File: config.mk
export PLATFORM = sky130hd
export DESIGN_NAME = utf8_stream_decoder
export DESIGN_NICKNAME = d
export VERILOG_FILES = /design/src/rtl/core/utf8sd_pkg.sv /design/src/rtl/core/utf8_stream_decoder.sv /design/src/rtl/core/utf8sd_decode.sv /design/src/rtl/core/utf8sd_burst.sv
export SDC_FILE = /design/constraint.sdc
export NUM_CORES = 1
export LEC_CHECK = 0
export BUFFER_PORTS_ARGS = -buffer_cell sky130_fd_sc_hd__buf_4
export CAP_MARGIN = 20
export CORE_ASPECT_RATIO = 0.9
export CORE_MARGIN = 2
export CORE_UTILIZATION = 60
export CTS_BUF_LIST = sky130_fd_sc_hd__clkbuf_16
export DETAILED_ROUTE_END_ITERATION = 8
export HOLD_SLACK_MARGIN = 0.15
export PLACE_DENSITY = 0.85
export SYNTH_ARGS = -nofsm -noshare
export SYNTH_HDL_FRONTEND = slang
export SYNTH_SLANG_ARGS = --single-unit
File: constraint.sdc
create_clock -name clock -period 7 [get_ports clock]
set_input_delay 0.35 -clock clock [delete_from_list [all_inputs] [get_ports clock]]
set_output_delay 0.35 -clock clock [all_outputs]
set_load 0.01 [all_outputs]
File: src/rtl/core/utf8sd_pkg.sv
package utf8sd_pkg;

   localparam int CpWidth     = 21;
   localparam int ByteWidth   = 8;
   localparam int LenWidth    = 3;
   localparam int GatherWidth = 2;
   localparam int CountWidth  = 3;
   localparam int PayloadBits = 6;

   // Most results that a single input byte can cause.
   localparam logic [CountWidth-1:0] MaxResults = 3'd4;

   localparam logic [CpWidth-1:0] ReplacementReset = 21'd65533;

   // Byte class prefixes, matched against the top bits of a byte.
   localparam logic [1:0] ContPrefix  = 2'b10;
   localparam logic [2:0] Lead2Prefix = 3'b110;
   localparam logic [3:0] Lead3Prefix = 4'b1110;
   localparam logic [4:0] Lead4Prefix = 5'b11110;

   // Sequence lengths; LenIdle means that no sequence is pending.
   localparam logic [LenWidth-1:0] LenIdle = 3'd0;
   localparam logic [LenWidth-1:0] Len2    = 3'd2;
   localparam logic [LenWidth-1:0] Len3    = 3'd3;
   localparam logic [LenWidth-1:0] Len4    = 3'd4;

   // Results of one byte: rep_count replacements, then an optional data value.
   typedef struct packed {
      logic [CountWidth-1:0] rep_count;
      logic                  has_data;
      logic [CpWidth-1:0]    data;
   } burst_type;

endpackage

File: src/rtl/core/utf8_stream_decoder.sv
// UTF-8 stream decoder: takes text one byte per beat on the req_ channel and
// gives code points on the rsp_ channel, each with last_of_run set on the
// final result caused by its byte. ASCII bytes pass straight through; a
// 2, 3 or 4 byte sequence yields one code point when its last byte arrives.
// Bytes that cannot be decoded (broken sequences, stray continuations, F8-FF,
// or a sequence cut off by req_end_of_text) give the replacement code point
// held in the csr_ register, which resets to U+FFFD.
// A byte accepted into the input stage is decoded as it moves on into the
// burst stage, whose first result is then shown on rsp_. A byte that only
// extends a sequence gives no result and leaves the burst stage free.
// Throughput: one byte per cycle while each byte gives at most one result
// and rsp_ready is high. A byte with more results holds the burst stage
// until its last leaves, one per beat; the input stage keeps the next byte.
// Reset clears the pending sequence and both stages, and returns the
// replacement value to U+FFFD.
// When the receiver stalls, the current result holds on rsp_, the decoded
// burst waits, and one more byte is still taken into an empty input stage
// before req_ready falls.
module utf8_stream_decoder (
   input  logic                                clock,
   input  logic                                reset,
   input  logic                                req_valid,
   output logic                                req_ready,
   input  logic [utf8sd_pkg::ByteWidth-1:0]    req_text_byte,
   input  logic                                req_end_of_text,
   output logic                                rsp_valid,
   input  logic                                rsp_ready,
   output logic [utf8sd_pkg::CpWidth-1:0]      rsp_code_point,
   output logic                                rsp_last_of_run,
   input  logic                                csr_write_enable,
   input  logic [utf8sd_pkg::CpWidth-1:0]      csr_write_data
);

   // Input stage: one byte waiting for the decoder.
   logic                               in_valid_ff, in_valid_in;
   logic [utf8sd_pkg::ByteWidth-1:0]   in_byte_ff;
   logic                               in_eot_ff;
   logic [utf8sd_pkg::CpWidth-1:0]     repl_ff;

   logic                  accept;
   logic                  advance;
   logic                  burst_free;
   utf8sd_pkg::burst_type decoded;

   // The byte moves into the decoder whenever the burst stage can take its
   // results; zero-result bytes move through the same way.
   assign advance   = in_valid_ff && burst_free;
   assign req_ready = !in_valid_ff || advance;
   assign accept    = req_valid && req_ready;

   always_comb begin
      in_valid_in = in_valid_ff;
      if (accept) begin
         in_valid_in = 1'b1;
      end else if (advance) begin
         in_valid_in = 1'b0;
      end
   end

   always_ff @(posedge clock) begin
      if (reset) begin
         in_valid_ff <= 1'b0;
         repl_ff     <= utf8sd_pkg::ReplacementReset;
      end else begin
         in_valid_ff <= in_valid_in;
         if (csr_write_enable) begin
            repl_ff <= csr_write_data;
         end
      end
      if (accept) begin
         in_byte_ff <= req_text_byte;
         in_eot_ff  <= req_end_of_text;
      end
   end

   // Decoder owns the pending-sequence state and updates it as a byte moves on.
   utf8sd_decode u_decode (
      .clock       (clock),
      .reset       (reset),
      .fire        (advance),
      .text_byte   (in_byte_ff),
      .end_of_text (in_eot_ff),
      .burst       (decoded)
   );

   // Burst stage hands out the replacements, then the data value, one a beat.
   utf8sd_burst u_burst (
      .clock           (clock),
      .reset           (reset),
      .load            (advance),
      .next_burst      (decoded),
      .replacement     (repl_ff),
      .rsp_ready       (rsp_ready),
      .rsp_valid       (rsp_valid),
      .rsp_code_point  (rsp_code_point),
      .rsp_last_of_run (rsp_last_of_run),
      .free            (burst_free)
   );

endmodule

File: src/rtl/core/utf8sd_decode.sv
module utf8sd_decode (
   input  logic                               clock,
   input  logic                               reset,
   input  logic                               fire,
   input  logic [utf8sd_pkg::ByteWidth-1:0]   text_byte,
   input  logic                               end_of_text,
   output utf8sd_pkg::burst_type              burst
);

   logic [utf8sd_pkg::LenWidth-1:0]    len_ff, len_in;
   logic [utf8sd_pkg::GatherWidth-1:0] gathered_ff, gathered_in;
   logic [utf8sd_pkg::CpWidth-1:0]     partial_ff, partial_in;

   logic                               pending;
   logic                               is_cont;
   logic [utf8sd_pkg::GatherWidth-1:0] gathered_next;
   logic [utf8sd_pkg::CpWidth-1:0]     partial_shift;
   logic                               seq_done;
   logic [utf8sd_pkg::LenWidth-1:0]    lead_len;
   logic [utf8sd_pkg::CpWidth-1:0]     lead_bits;
   logic                               lead_ascii;
   logic [utf8sd_pkg::CountWidth-1:0]  reps;

   assign pending       = (len_ff != utf8sd_pkg::LenIdle);
   assign is_cont       = (text_byte[7:6] == utf8sd_pkg::ContPrefix);
   assign gathered_next = gathered_ff + utf8sd_pkg::GatherWidth'(1);
   assign partial_shift = {partial_ff[utf8sd_pkg::CpWidth-utf8sd_pkg::PayloadBits-1:0],
                           text_byte[utf8sd_pkg::PayloadBits-1:0]};
   assign seq_done      = ((utf8sd_pkg::LenWidth'(gathered_next) + 3'd1) >= len_ff);

   // Classify the byte as a fresh lead.
   always_comb begin
      lead_len   = utf8sd_pkg::LenIdle;
      lead_bits  = '0;
      lead_ascii = 1'b0;
      priority if (text_byte[7] == 1'b0) begin
         lead_ascii = 1'b1;
      end else if (text_byte[7:5] == utf8sd_pkg::Lead2Prefix) begin
         lead_len  = utf8sd_pkg::Len2;
         lead_bits = utf8sd_pkg::CpWidth'(text_byte[4:0]);
      end else if (text_byte[7:4] == utf8sd_pkg::Lead3Prefix) begin
         lead_len  = utf8sd_pkg::Len3;
         lead_bits = utf8sd_pkg::CpWidth'(text_byte[3:0]);
      end else if (text_byte[7:3] == utf8sd_pkg::Lead4Prefix) begin
         lead_len  = utf8sd_pkg::Len4;
         lead_bits = utf8sd_pkg::CpWidth'(text_byte[2:0]);
      end else begin
         lead_len = utf8sd_pkg::LenIdle;
      end
   end

   always_comb begin
      len_in          = len_ff;
      gathered_in     = gathered_ff;
      partial_in      = partial_ff;
      burst.rep_count = '0;
      burst.has_data  = 1'b0;
      burst.data      = utf8sd_pkg::CpWidth'(text_byte);
      reps            = '0;
      if (pending && is_cont) begin
         if (seq_done) begin
            burst.has_data = 1'b1;
            burst.data     = partial_shift;
            len_in         = utf8sd_pkg::LenIdle;
            gathered_in    = '0;
            partial_in     = '0;
         end else if (end_of_text) begin
            burst.rep_count = utf8sd_pkg::CountWidth'(gathered_next) + 3'd1;
            len_in          = utf8sd_pkg::LenIdle;
            gathered_in     = '0;
            partial_in      = '0;
         end else begin
            gathered_in = gathered_next;
            partial_in  = partial_shift;
         end
      end else begin
         // A pending sequence broken by this byte: lead plus gathered bytes.
         if (pending) begin
            reps = utf8sd_pkg::CountWidth'(gathered_ff) + 3'd1;
         end
         gathered_in = '0;
         if (lead_ascii) begin
            burst.has_data = 1'b1;
            len_in         = utf8sd_pkg::LenIdle;
            partial_in     = '0;
         end else if (lead_len == utf8sd_pkg::LenIdle) begin
            // Stray continuation or a byte from F8 up.
            reps       = reps + 3'd1;
            len_in     = utf8sd_pkg::LenIdle;
            partial_in = '0;
         end else if (end_of_text) begin
            // The new lead is flushed at once by the end of the text.
            reps       = reps + 3'd1;
            len_in     = utf8sd_pkg::LenIdle;
            partial_in = '0;
         end else begin
            len_in     = lead_len;
            partial_in = lead_bits;
         end
         burst.rep_count = reps;
      end
   end

   always_ff @(posedge clock) begin
      if (reset) begin
         len_ff      <= utf8sd_pkg::LenIdle;
         gathered_ff <= '0;
         partial_ff  <= '0;
      end else if (fire) begin
         len_ff      <= len_in;
         gathered_ff <= gathered_in;
         partial_ff  <= partial_in;
      end
   end

   // A pending sequence never holds as many continuations as its length.
   a_gather_below_len: assert property (@(posedge clock) disable iff (reset)
      pending |-> (utf8sd_pkg::LenWidth'(gathered_ff) + 3'd1 < len_ff))
      else $error("gathered count reached sequence length");

endmodule

File: src/rtl/core/utf8sd_burst.sv
module utf8sd_burst (
   input  logic                             clock,
   input  logic                             reset,
   input  logic                             load,
   input  utf8sd_pkg::burst_type            next_burst,
   input  logic [utf8sd_pkg::CpWidth-1:0]   replacement,
   input  logic                             rsp_ready,
   output logic                             rsp_valid,
   output logic [utf8sd_pkg::CpWidth-1:0]   rsp_code_point,
   output logic                             rsp_last_of_run,
   output logic                             free
);

   logic [utf8sd_pkg::CountWidth-1:0] rep_left_ff, rep_left_in;
   logic                              has_data_ff, has_data_in;
   logic [utf8sd_pkg::CpWidth-1:0]    data_ff, data_in;
   logic                              take;

   assign rsp_valid       = (rep_left_ff != '0) || has_data_ff;
   assign rsp_last_of_run = (rep_left_ff == '0) || ((rep_left_ff == 3'd1) && !has_data_ff);
   assign rsp_code_point  = (rep_left_ff != '0) ? replacement : data_ff;
   assign take            = rsp_valid && rsp_ready;
   assign free            = !rsp_valid || (take && rsp_last_of_run);

   always_comb begin
      rep_left_in = rep_left_ff;
      has_data_in = has_data_ff;
      data_in     = data_ff;
      if (load) begin
         rep_left_in = next_burst.rep_count;
         has_data_in = next_burst.has_data;
         data_in     = next_burst.data;
      end else if (take) begin
         if (rep_left_ff != '0) begin
            rep_left_in = rep_left_ff - 3'd1;
         end else begin
            has_data_in = 1'b0;
         end
      end
   end

   always_ff @(posedge clock) begin
      if (reset) begin
         rep_left_ff <= '0;
         has_data_ff <= 1'b0;
      end else begin
         rep_left_ff <= rep_left_in;
         has_data_ff <= has_data_in;
      end
      data_ff <= data_in;
   end

   a_burst_bound: assert property (@(posedge clock) disable iff (reset)
      (utf8sd_pkg::CountWidth'(rep_left_ff) + utf8sd_pkg::CountWidth'(has_data_ff)
       <= utf8sd_pkg::MaxResults))
      else $error("burst holds more results than one byte can cause");

   a_load_only_when_free: assert property (@(posedge clock) disable iff (reset)
      load |-> free)
      else $error("burst loaded over undelivered results");

   a_mid_burst_continues: assert property (@(posedge clock) disable iff (reset)
      (take && !rsp_last_of_run) |=> rsp_valid)
      else $error("burst ended before its last beat");

   a_last_beat_drains: assert property (@(posedge clock) disable iff (reset)
      (take && rsp_last_of_run && !load) |=> !rsp_valid)
      else $error("result shown after the last beat of a burst");

endmodule
Word-level counts from Yosys, hierarchy flattened

Cells that the tools add are included.

Bits of input ports: 35
Word-level logic and storage cells: 90
Output and inout bits: 24
Register bits: 76

Equality and inequality tests: 7
$add $sub $neg: 5
Reduce and logical (&&, ||, !) cells: 24
Muxes and demuxes: 42
Order comparisons: 1

Operators by type and width:

| kind                | number |
|---|---|
| $mux 15             | 7 |
| $mux 3              | 21 |
| $mux 22             | 1 |
| $mux 21             | 1 |
| $mux 4              | 2 |
| $mux 8              | 1 |
| $reduce_and 2->1    | 4 |
| $add 2x1->3 const B | 2 |
| $logic_and 1x1->1   | 6 |
| $logic_not 3->1     | 2 |
| $mux 1              | 6 |
| $mux 2              | 3 |
| $reduce_bool 2->1   | 3 |
| $reduce_bool 3->1   | 2 |
| $eq 5x5->1 const B  | 1 |
| $eq 4x4->1 const B  | 1 |
| $logic_or 1x1->1    | 4 |
| $add 3x1->3 const B | 1 |
| $eq 3x1->1 const B  | 1 |
| $eq 3x3->1 const B  | 1 |
| $ge 3x3->1          | 1 |
| $logic_not 1->1     | 3 |
| $ne 3x2->1 const B  | 1 |
| $sub 3x1->3 const B | 1 |
| 3 further kinds     | 3 |

Longest topological paths before layout

Word-level depth: 10
Gate-level depth with buffers: 10
Gate-level depth less buffers: 9

Hierarchy

From an unflattened synthesis, not the netlist that was laid out.

Cell total of the unflattened synthesis: 341
Area total of the unflattened synthesis: 3,578.4 um^2

By module, submodules not included:

| module              | area an instance (um^2) | cells an instance | seq. area each (um^2) | instances |
|---|---|---|---|---|
| utf8sd_decode       | 1,278.7                 | 134               | 400.4                 | 1 |
| utf8sd_burst        | 1,191.1                 | 124               | 710.7                 | 1 |
| utf8_stream_decoder | 1,108.6                 | 83                | 710.7                 | 1 |

Least setup slack after synthesis

No wires, ideal clock.

Kind: reg2reg
From: register u_decode.gathered_ff[0] (netlist name)
To: register u_decode.len_ff[0] (netlist name)
Stages on the path, launching flop included: 10
Clock period less this slack: 2,289 ps
Data required time: 6,929 ps
Arrival: 2,219 ps
Setup slack: 4,711 ps
Buffers on the path: 0
Setup time: 71 ps
Cells stage by stage: dfxtp_1 -> inv_1 -> ha_1 -> xor2_1 -> ha_1 -> nand2_1 -> o21ai_1 -> nor3_4 -> or4_1 -> a21oi_1

Word-level cells in the longest chain between the ends: 5
Elaborated cells on any way between the ends: 7
Classes of those cells: add/sub: 2; order compare: 1; eq/ne: 1; mux: 2; reduce/logical: 1

RTL lines:

| element                                              | line                 | source |
|---|---|---|
| start: declaration                                   | utf8sd_decode.sv:11  | `logic [utf8sd_pkg::GatherWidth-1:0] gathered_ff, gathered_in;` |
| start signal: assignment                             | utf8sd_decode.sv:111 | `gathered_ff <= gathered_in;` |
| $add 2x1->2 *                                        | utf8sd_decode.sv:26  | `assign gathered_next = gathered_ff + utf8sd_pkg::GatherWidth'(1);` |
| $add 2x1->3 *                                        | utf8sd_decode.sv:29  | `assign seq_done = ((utf8sd_pkg::LenWidth'(gathered_next) + 3'd1) >= len_ff);` |
| $ge 3x3->1 *                                         | utf8sd_decode.sv:29  |  |
| $ne 3x2->1 (no line) or $mux 3 (tied branches)       | --                   |  |
| $reduce_and 2->1 (no line) or $mux 3 (tied branches) | --                   |  |
| end signal: assignment                               | utf8sd_decode.sv:106 | `len_ff <= utf8sd_pkg::LenIdle;` |
| end signal: assignment                               | utf8sd_decode.sv:110 | `len_ff <= len_in;` |
| end: declaration                                     | utf8sd_decode.sv:10  | `logic [utf8sd_pkg::LenWidth-1:0] len_ff, len_in;` |

Every way passes the cells marked *; elsewhere a longest branch is shown, timed or not.
A chain may end at the register's enable or synchronous reset.

Worst setup path after layout

From: register u_burst.rep_left_ff[0] (netlist name)
To: register u_decode.partial_ff[1] (netlist name)

Word-level cells in the longest chain between the ends: 6
Elaborated cells on any way between the ends: 11
Classes of those cells: eq/ne: 1; reduce/logical: 10

RTL lines:

| element                                               | line                                   | source |
|---|---|---|
| start: declaration                                    | utf8sd_burst.sv:14                     | `logic [utf8sd_pkg::CountWidth-1:0] rep_left_ff, rep_left_in;` |
| start signal: assignment                              | utf8sd_burst.sv:47                     | `rep_left_ff <= rep_left_in;` |
| $eq 3x1->1 or $reduce_bool 3->1 (tied branches)       | utf8sd_burst.sv:20, utf8sd_burst.sv:19 |  |
| $logic_and 1x1->1 or $logic_or 1x1->1 (tied branches) | utf8sd_burst.sv:20, utf8sd_burst.sv:19 |  |
| $logic_or 1x1->1 or $logic_and 1x1->1 (tied branches) | utf8sd_burst.sv:20, utf8sd_burst.sv:22 |  |
| $logic_and 1x1->1                                     | utf8sd_burst.sv:23                     | `assign free = !rsp_valid \|\| (take && rsp_last_of_run);` |
| $logic_or 1x1->1 *                                    | utf8sd_burst.sv:23                     |  |
| $logic_and 1x1->1 *                                   | utf8_stream_decoder.sv:47              | `assign advance = in_valid_ff && burst_free;` |
| end signal: assignment                                | utf8sd_decode.sv:112                   | `partial_ff <= partial_in;` |
| end: declaration                                      | utf8sd_decode.sv:12                    | `logic [utf8sd_pkg::CpWidth-1:0] partial_ff, partial_in;` |

Marks and branches as above.

==> results.json <==
{
  "holdCritPathClass": "in -> reg",
  "synth_cells": 313,
  "syn2layout_area_growth_pct": 22.77,
  "vias": 2471,
  "cp-end-kind": "flip-flop",
  "worst_slew_pin_slew_ps": 801.8,
  "syn_nets": 357,
  "fmax_mhz": 350.2,
  "min_period_over_period_pct": 40.80,
  "start_util_pct": 63.13,
  "fin_nets": 411,
  "rr_startpoint": "u_burst.rep_left_ff[0]",
  "ant_nets": 0,
  "cts_hold_buf": 0,
  "powerDensity_mw_per_mm2": 359.9,
  "synth.cell_area_mm2": 0.003357,
  "n_antenna_cell": 0,
  "relSlewSlack_pct": 46.55,
  "critPathMostFrequentCell": "inv_1",
  "synthFlopType": "dfxtp_1",
  "synth_edf_count": 30,
  "grt_pass1_vias": 2436,
  "drive_gt1_share_pct": 27.69,
  "ys_warn_count": 0,
  "synth-adder-area-share_pct": 3.354,
  "critPathMaxStageDelay_ps": 670,
  "numCtsBuffers": 9,
  "die_y_um": 74.96,
  "hold_violations": 0,
  "synth-xor-area-share_pct": 1.044,
  "synth_common_cells": "46 x dfxtp_1, 46 x nand2_1, 30 x edfxtp_1",
  "yosys_register_bits": 76,
  "vias_per_cell": 5.629,
  "required_ps": 7240,
  "power_mw": 1.483,
  "slowest_stage": "a21o_1",
  "io_buffers": 58,
  "crit_chain": "inv_1 > ha_1 > o21ai_0 > a21o_1 > inv_1 > buf_4 > nor2_1 > o2bb2ai_1",
  "fin_tns_setup_ps": 0,
  "yosysSeqAreaShare_pct": 54.27,
  "drc": 0,
  "syn_area_per_cell_um2": 10.73,
  "track_usage_pct": 24.97,
  "yosys-top-cells-area": "dfxtp_1 27%, edfxtp_1 27%, mux2_2 7.4%",
  "synthDistinctLibCells": 47,
  "startpoint_type": "flip-flop",
  "maxCapViolCount": 0,
  "reg2reg_slack_ps": 4140,
  "antenna_found_initial": 0,
  "crit_end": "u_decode.partial_ff[1]",
  "core_mm2": 0.005318,
  "power.static_leakage_nw": 1.704,
  "synth-compound-area-share_pct": 8.722,
  "setup_viol_count_final": 0,
  "drt_wl_total_um": 7409,
  "synthMuxAreaShare_pct": 14.09,
  "grt_overflow": 0,
  "rows": 25,
  "drtIter0Drc": 242,
  "wire_per_inst_um": 16.88,
  "cts.sinks": 76,
  "htreeDepth": 3,
  "ctsResizeCount": 0,
  "period_minus_slack_ps": 2856,
  "crit_arrival_ps": 3090,
  "clkLatencyLatePin_ps": 330,
  "clk_pin_slew_worst_paths_ps": 60,
  "worst-r2r-cell-count": 8,
  "pin_count": 59,
  "die_w_um": 82.85,
  "synth-simple-area-share_pct": 14.50,
  "status": "finished, final reports clean",
  "synth_top_family_by_area": "simple AND/OR/NAND/NOR gates",
  "die-area_mm2": 0.006210,
  "worstPathMaxFanout": 30,
  "critPathKind": "reg -> reg",
  "slew_viol_final": 0,
  "ys_async_sr_fraction_pct": 0,
  "r2r_end": "u_decode.partial_ff[1]",
  "max-vdd-ir-drop_mv": 0.2492,
  "firstDrtPassIters": 5,
  "place.gp.congestion": 0.9139,
  "finClkSkew_ps": 5.947,
  "cts_root_buffer": "clkbuf_16",
  "grt_max_degree": 31,
  "netlist.area_leader.share_pct": 27.43,
  "cts_setup_buffers": 0,
  "cts_buffer_depth": 2,
  "grt_pass1_wl_um": 11830,
  "post-dp-hpwl_um": 4829,
  "cts_tree": "done",
  "yosysTopAreaCell": "dfxtp_1",
  "worstSetupStartpoint": "u_burst.rep_left_ff[0]",
  "grt_setup_unrepaired": "false"
}
## metal layers
metal | vias up | global-route usage (%) | wire length (µm)
met5 | - | 0 | 0
met4 | 0 | 8.379 | 111
met3 | 13 | 7.895 | 570
met2 | 108 | 42.11 | 3556
met1 | 1155 | 31.29 | 3170
li1 | 1195 | - | -
## worst max-delay path: cells and delay by family (launching register included)
kind,cells,cell delay [ps]
buffers and inverters,3,850
adders and majority gates,1,240
DFF,1,360
and+or+nand+nor,1,240
AOI/OAI and AO/OA,3,1050
## worst min-delay path by stage
stage / slack [ps] / cells past startpoint / start / to
6_report: 190 / 1 / req_text_byte[5] / in_byte_ff[5]
4_1_cts: 190 / 1 / req_text_byte[5] / in_byte_ff[5]
3_3_place_gp: 440 / 0 / in_byte_ff[0] / u_burst.data_ff[0]
5_1_grt: 180 / 1 / req_text_byte[5] / in_byte_ff[5]
3_5_place_dp: 440 / 0 / in_byte_ff[0] / u_burst.data_ff[0]
2_1_floorplan: 430 / 0 / in_byte_ff[0] / u_burst.data_ff[0]
## cells by family (layout without fill, tap and decap cells)
family | count (synthesis) | count (layout)
AOI/OAI and AO/OA | 46 | 46
and+or+nand+nor | 102 | 102
xor gates and xnor gates | 4 | 4
adders and majority gates | 9 | 9
DFF | 76 | 76
muxes | 44 | 44
buffers and inverters | 32 | 91
## sequential cells by signal, indices dropped and copies added, names as in the netlist
| name | count |
|---|---|
| in_valid_ff | 1 |
| u_decode.partial_ff | 15 |
| repl_ff | 21 |
| in_byte_ff | 8 |
| u_decode.len_ff | 3 |
| u_burst.rep_left_ff | 3 |
| in_eot_ff | 1 |
| u_burst.has_data_ff | 1 |
| u_burst.data_ff | 21 |
| u_decode.gathered_ff | 2 |
## power breakdown
part	switching, mW	internal (mW)	total, mW
Clock	0.169	0.278	0.447
Combinational	0.247	0.229	0.475
Sequential	0.0361	0.525	0.561
## area by class of cell
type	count	area, µm²
clock buffers	11	275.3
multi-input cells	205	1403
inverters	15	56.30
fillers	337	1196
clock inverters	5	23.77
well taps	67	83.83
repair buffers	60	457.9
flip-flops and latches	76	1822
## per-stage QoR
stage	cell area [µm²]	worst slack (ps)	instances	utilization (%)	hold slack (ps)
CTS	4121	4201	439	77.51	185.2
global placement	3807	4474	422	71.60	436.8
detailed placement	3822	4281	423	71.88	435.3
finish	4121	4144	439	77.51	191.6
floorplan	3357	4711	313	-	426.4
global route	4121	3970	439	77.51	182.2
## cells in the final DEF (no fill, tap or decap), types with 2 or more instances in the layout
master	n
nand2b_1	3
nor3_1	2
a21o_1	2
and2_1	14
dfxtp_1	46
ha_1	9
o31ai_1	2
a221oi_1	2
xnor2_1	2
inv_1	16
clkinv_1	2
nor2b_1	3
o21ai_0	6
edfxtp_1	30
nor2_1	21
o2bb2ai_1	3
mux2_2	22
buf_4	59
or4_1	2
nand2_1	46
clkbuf_16	11
nor4_1	2
o211ai_1	3
xor2_1	2
a21oi_1	18
mux2i_1	21
(Power assumes the default switching activity.)
